===== config.mk =====
export PLATFORM = sky130hd
export DESIGN_NAME = imu_frame_decoder
export DESIGN_NICKNAME = d
export VERILOG_FILES = /design/src/imf_pkg.sv /design/src/imu_frame_decoder.sv
export SDC_FILE = /design/constraint.sdc
export NUM_CORES = 1
export LEC_CHECK = 0
export BUFFER_PORTS_ARGS = -buffer_cell sky130_fd_sc_hd__buf_4
export CORE_MARGIN = 4
export CORE_UTILIZATION = 35
export DETAILED_ROUTE_END_ITERATION = 12
export PLACE_DENSITY = 0.57
export SLEW_MARGIN = 15
export SYNTH_ARGS = -nofsm -noshare
export SYNTH_HDL_FRONTEND = slang
export SYNTH_SLANG_ARGS = --single-unit

===== constraint.sdc =====
create_clock -name clock -period 14.9 [get_ports clock]
set_clock_uncertainty 0.05 [all_clocks]
set_input_delay 4.47 -clock clock [delete_from_list [all_inputs] [get_ports clock]]
set_output_delay 4.47 -clock clock [all_outputs]
set_load 0.02 [all_outputs]

===== src/imf_pkg.sv =====
// Shared constants for the inertial sensor frame decoder.
package imf_pkg;

   localparam int unsigned FrameLen = 11;

   localparam logic [3:0] PosHeader   = 4'd0;
   localparam logic [3:0] PosType     = 4'd1;
   localparam logic [3:0] PosChecksum = 4'(FrameLen - 1);

   localparam logic [7:0] HeaderByte = 8'h55;
   localparam logic [7:0] TypeAccel  = 8'h51;
   localparam logic [7:0] TypeGyro   = 8'h52;
   localparam logic [7:0] TypeAngle  = 8'h53;

   localparam logic [1:0] KindAccel = 2'd0;
   localparam logic [1:0] KindGyro  = 2'd1;
   localparam logic [1:0] KindAngle = 2'd2;

   localparam logic signed [22:0] MulAccelGyro = 23'sd125;
   localparam logic signed [22:0] MulAngle     = 23'sd45;

   typedef logic signed [22:0] value_type;
   typedef logic signed [15:0] word_type;

endpackage


===== src/imu_frame_decoder.sv =====
// Inertial sensor serial frame decoder: 11-byte frames to scaled fixed-point results.
//
//  channel | dir | ports                                         | handshake
//  --------+-----+-----------------------------------------------+-------------------
//  req     | in  | req_data_byte[7:0], req_burst_start           | req_valid/req_stall
//  rsp     | out | rsp_frame_kind[1:0], rsp_value_x/y/z[22:0],   | rsp_valid/rsp_stall
//          |     | rsp_value_extra[15:0]                         |
//
// One byte per cycle unless rsp stalls. A request is registered, then decoded when
// taken; rsp_valid rises in the cycle after a good frame's checksum byte is taken.
// Synchronous reset clears frame position, checksum, header flag and valids.
// A stalled result holds in the output register and stalls req once the input
// register holds a byte.
module imu_frame_decoder
   import imf_pkg::*;
(
   input  logic              clock,
   input  logic              reset,
   input  logic              req_valid,
   output logic              req_stall,
   input  logic [7:0]        req_data_byte,
   input  logic              req_burst_start,
   output logic              rsp_valid,
   input  logic              rsp_stall,
   output logic [1:0]        rsp_frame_kind,
   output logic signed [22:0] rsp_value_x,
   output logic signed [22:0] rsp_value_y,
   output logic signed [22:0] rsp_value_z,
   output logic signed [15:0] rsp_value_extra
);

   logic       in_valid_ff, in_valid_in;
   logic [7:0] in_byte_ff, in_byte_in;
   logic       in_burst_ff, in_burst_in;

   logic [3:0] pos_ff, pos_in;
   logic [7:0] sum_ff, sum_in;
   logic       hdr_ff, hdr_in;
   logic [7:0] type_ff;
   logic [7:0] payload_ff [8];

   logic       rsp_valid_ff, rsp_valid_in;
   logic [1:0] kind_ff, kind_in;
   value_type  x_ff, x_in, y_ff, y_in, z_ff, z_in;
   word_type   extra_ff, extra_in;

   logic       advance, take, load, type_ok;
   logic [3:0] pos_cur, pos_raw;
   logic [2:0] pay_idx;
   word_type   w0, w1, w2, w3;
   value_type  mul;

   assign advance   = !rsp_valid_ff || !rsp_stall;
   assign req_stall = in_valid_ff && !advance;
   assign take      = in_valid_ff && advance;

   always_comb begin
      in_valid_in = in_valid_ff;
      in_byte_in  = in_byte_ff;
      in_burst_in = in_burst_ff;
      if (req_valid && !req_stall) begin
         in_valid_in = 1'b1;
         in_byte_in  = req_data_byte;
         in_burst_in = req_burst_start;
      end else if (take) begin
         in_valid_in = 1'b0;
      end
   end

   assign pos_raw = in_burst_ff ? PosHeader : pos_ff;
   assign pos_cur = (pos_raw > PosChecksum) ? PosHeader : pos_raw;
   assign pay_idx = 3'(pos_cur - 4'd2);

   assign w0 = word_type'({payload_ff[1], payload_ff[0]});
   assign w1 = word_type'({payload_ff[3], payload_ff[2]});
   assign w2 = word_type'({payload_ff[5], payload_ff[4]});
   assign w3 = word_type'({payload_ff[7], payload_ff[6]});

   always_comb begin
      pos_in   = pos_ff;
      sum_in   = sum_ff;
      hdr_in   = hdr_ff;
      load     = 1'b0;
      type_ok  = 1'b1;
      kind_in  = kind_ff;
      extra_in = extra_ff;
      mul      = MulAccelGyro;
      case (type_ff)
         TypeAccel: begin
            kind_in  = KindAccel;
            extra_in = w3;
         end
         TypeGyro: begin
            kind_in  = KindGyro;
            extra_in = '0;
         end
         TypeAngle: begin
            kind_in  = KindAngle;
            extra_in = w3;
            mul      = MulAngle;
         end
         default: begin
            type_ok = 1'b0;
         end
      endcase
      x_in = value_type'(w0) * mul;
      y_in = value_type'(w1) * mul;
      z_in = value_type'(w2) * mul;
      if (take) begin
         if (pos_cur == PosChecksum) begin
            pos_in = PosHeader;
            load   = hdr_ff && (sum_ff == in_byte_ff) && type_ok;
         end else begin
            pos_in = pos_cur + 4'd1;
            if (pos_cur == PosHeader) begin
               hdr_in = (in_byte_ff == HeaderByte);
               sum_in = in_byte_ff;
            end else begin
               sum_in = sum_ff + in_byte_ff;
            end
         end
      end
      rsp_valid_in = load || (rsp_valid_ff && rsp_stall);
   end

   always_ff @(posedge clock) begin
      if (reset) begin
         in_valid_ff  <= 1'b0;
         pos_ff       <= PosHeader;
         sum_ff       <= '0;
         hdr_ff       <= 1'b0;
         rsp_valid_ff <= 1'b0;
      end else begin
         in_valid_ff  <= in_valid_in;
         pos_ff       <= pos_in;
         sum_ff       <= sum_in;
         hdr_ff       <= hdr_in;
         rsp_valid_ff <= rsp_valid_in;
      end
   end

   always_ff @(posedge clock) begin
      in_byte_ff  <= in_byte_in;
      in_burst_ff <= in_burst_in;
      if (take && pos_cur == PosType) begin
         type_ff <= in_byte_ff;
      end
      if (take && pos_cur != PosHeader && pos_cur != PosType && pos_cur != PosChecksum) begin
         payload_ff[pay_idx] <= in_byte_ff;
      end
      if (load) begin
         kind_ff  <= kind_in;
         x_ff     <= x_in;
         y_ff     <= y_in;
         z_ff     <= z_in;
         extra_ff <= extra_in;
      end
   end

   assign rsp_valid       = rsp_valid_ff;
   assign rsp_frame_kind  = kind_ff;
   assign rsp_value_x     = x_ff;
   assign rsp_value_y     = y_ff;
   assign rsp_value_z     = z_ff;
   assign rsp_value_extra = extra_ff;

   a_pos_range: assert property (@(posedge clock) disable iff (reset)
      pos_ff <= PosChecksum)
      else $error("frame position out of range");

   a_load_on_checksum: assert property (@(posedge clock) disable iff (reset)
      load |-> take && pos_cur == PosChecksum && hdr_ff)
      else $error("result loaded off a checksum byte");

   a_kind_legal: assert property (@(posedge clock) disable iff (reset)
      rsp_valid_ff |-> kind_ff == KindAccel || kind_ff == KindGyro || kind_ff == KindAngle)
      else $error("illegal frame kind");

   a_no_overwrite: assert property (@(posedge clock) disable iff (reset)
      rsp_valid_ff && rsp_stall |-> !load)
      else $error("stalled result overwritten");

   a_pos_wrap: assert property (@(posedge clock) disable iff (reset)
      take && pos_cur == PosChecksum |=> pos_ff == PosHeader)
      else $error("frame position did not wrap after checksum");

endmodule

==> results.sh <==
export IMPL_outcome="completed"
export IMPL_cts_resized=0
export IMPL_power_density_nw_per_um2=59.5
export IMPL_routed_via_density=4.61
export IMPL_worst_pin_slew_ns=1.14
export IMPL_cts_buffer_depth=2
export IMPL_synth_yosys_seq_area_share=0.329
export IMPL_dpl_hpwl_um=24600
export IMPL_rows=78
export IMPL_area_growth_pct=12.6
export IMPL_grt_total_usage=0.131
export IMPL_vias=10300
export IMPL_hold_class="flip-flop to flip-flop"
export IMPL_fin_ws_ns=5.44
export IMPL_vdd_ir_drop_worst_mv=0.0676
export IMPL_routed_wl_um=31400
export IMPL_crit_path_end_kind="output pin"
export IMPL_start_util=0.356
export IMPL_stdcell_count=2236
export IMPL_critPathMaxStageDelay_ns=0.18
export IMPL_wl_per_cell_um=14.1
export IMPL_drv_cap=0
export IMPL_htreeDepth=4
export IMPL_holdBufCountCts=0
export IMPL_slew_headroom=0.237
export IMPL_die_area_um2=49900
export IMPL_antenna_left=0
export IMPL_finalHoldViolCount=0
export IMPL_core_area_um2=45600
export IMPL_dp_slack_ns=5.44
export IMPL_clock_sinks=183
export IMPL_path_cells="buf_4, and3_1, buf_4"
export IMPL_tns_ns=0
export IMPL_cts_setup_buffers=0
export IMPL_antenna_cells=0
export IMPL_cts_tree="built"
export IMPL_setup_violations=0
export IMPL_reg2reg_slack_ns=7.78
export IMPL_overflow=0
export IMPL_die_x_um=223
export IMPL_final_fill_count=4421
export IMPL_synthesis_area_um2=16200
export IMPL_die_y_um=223
export IMPL_min_period_ns=9.46
export IMPL_dp_cells=2204
export IMPL_crit_type="input port to output pin"
export IMPL_crit_path_top_delay_cell="and3_1"
export IMPL_synth_area_per_cell_um2=10.7
export IMPL_synth_edf_count=168
export IMPL_synth_flop_cell="edfxtp_1"
export IMPL_gpl_final_weighted_congestion=0.798
export IMPL_required_ns=10.38
export IMPL_yosysUniqueCellTypes=73
export IMPL_async_flop_share=0
export IMPL_dr_pass1_iters=5
export IMPL_synthCells=1520
export IMPL_cts_made_buffers=17
export IMPL_fin_crit_sh=0.635
export IMPL_clk_pin_slew_ns=0.07
export IMPL_crit_fanout=4
export IMPL_io_buffers=101
export IMPL_hold_ws_ns=0.432
export IMPL_cp_start_kind="input port"
export IMPL_grt_pass1_wl_um=52000
export IMPL_grt_pass1_vias=10600
export IMPL_cp_arrival_ns=4.94
export IMPL_drc=0
export IMPL_leakage_nw=8.66
export IMPL_io_pins=102
export IMPL_crit_top_cell="buf_4"
export IMPL_cts_root_buf="clkbuf_16"
export IMPL_clock_latency_ns=0.48
export IMPL_drtIter0Drc=506
export IMPL_grt_max_degree=51
export IMPL_rsz0062_at_grt="false"
export IMPL_syn_num_nets=1908
export IMPL_yosysWarnings=0
export IMPL_final_nets=2011
export IMPL_layout_drive_gt1_share=0.0899
export IMPL_drv_slew=0
export IMPL_max_freq_mhz=106
export IMPL_antenna_found_initial=0
export IMPL_synth_seq_cells=183
sequential cells by signal, indices dropped and copies added (netlist names):
signal and count:
payload_ff 64, hdr_ff 1, rsp_value_y 23, in_burst_ff 1, rsp_valid 1, rsp_value_x 23
rsp_value_extra 16, in_byte_ff 8, rsp_frame_kind 2, type_ff 8, rsp_value_z 23, sum_ff 8
pos_ff 4, in_valid_ff 1
final cells by class:
type / instances / area (µm²) / share of cell area
multi-input cells: 859 / 9110 / 0.498
well taps: 600 / 751 / 0.0410
flip-flops and latches: 183 / 5350 / 0.292
inverters: 457 / 1720 / 0.0938
repair buffers: 105 / 788 / 0.0431
clock inverters: 13 / 143 / 0.00780
clock buffers: 19 / 433 / 0.0237
worst paths after layout:
check | from | end | depth (start not counted)
max | rsp_stall | req_stall | 3
min | hdr_ff | hdr_ff | 2
max reg2reg | type_ff[5] | rsp_value_y[21] | 21
min reg2reg | hdr_ff | hdr_ff | 2
placed cells by master (no fill, tap or decap), types with 4 or more instances in the layout:
cell type,n
and2_1,20
edfxtp_1,168
a21oi_1,45
nand2_1,29
nand3b_1,4
inv_1,456
dfxtp_1,15
or3_1,6
xor2_1,9
a222oi_1,6
nor2b_1,39
o21bai_1,8
nor4_1,4
fa_1,187
nor2_1,86
nand3_1,14
o21ai_0,24
a211oi_1,5
buf_4,105
xnor2_1,46
a2111oi_0,4
ha_1,188
nand2b_1,9
and3_1,7
o21ai_1,9
a21o_1,13
clkbuf_16,17
inv_6,5
o21a_1,10
nor3_1,14
o211ai_1,7
worst max-delay path, delay by kind of cell:
family	cells	cell delay, ns
buffers and inverters	2	0.28
AND/OR/NAND/NOR	1	0.18
metal layers:
metal  share of wire  up-vias  wire length, µm  global-route usage
met5               0        -                0                   0
met4           0.016        0              497              0.0378
met3           0.037       27             1160              0.0336
met2            0.48      128            15200               0.218
met1            0.46     5112            14600               0.171
li1                -     5045                -                   -
power by group:
group / switching, mW / internal, mW
Clock: 0.210 / 0.248
Combinational: 0.0290 / 0.0242
Sequential: 0.0140 / 0.564
stage by stage:
step,power [mW],cell area [µm²],utilization
floorplan,0.622,16200,-
global placement,0.641,17700,0.389
detailed placement,0.643,17700,0.389
CTS,1.11,18300,0.401
global route,1.13,18300,0.401
finish,1.09,18300,0.401
synth_stat cells (6+ instances only):
library cell  number  share of area
o21bai_1           8         0.0037
ha_1             188           0.14
and3_1             7         0.0027
or3_1              6         0.0023
o21a_1            10         0.0046
a21oi_1           45          0.014
clkbuf_1          17         0.0039
o21ai_0           24         0.0074
fa_1             187           0.23
a21o_1            13         0.0060
xnor2_1           46          0.025
dfxtp_1           15          0.018
edfxtp_1         168           0.31
nor2b_1           39          0.015
nor4_1             6         0.0023
xor2_1             9         0.0049
nand3_1           14         0.0043
inv_1            456           0.11
nand2b_1           9         0.0035
a222oi_1           6         0.0037
nor2_1            86          0.020
and2_1            20         0.0077
o211ai_1           7         0.0032
nor3_1            15         0.0046
nand2_1           29         0.0067
o21ai_1            9         0.0028
cells by family (layout without fill, tap and decap cells):
kind of cell    Yosys count  after routing  share of synthesized area
compound gates          171            171                     0.0716
xor+xnor                 56             56                     0.0307
fa+ha+maj               375            375                      0.375
buf+inv                 478            594                      0.111
flops                   183            183                      0.329
mux                       3              3                    0.00193
simple gates            254            254                     0.0807
Note: power is estimated with default switching activity, not from simulation.
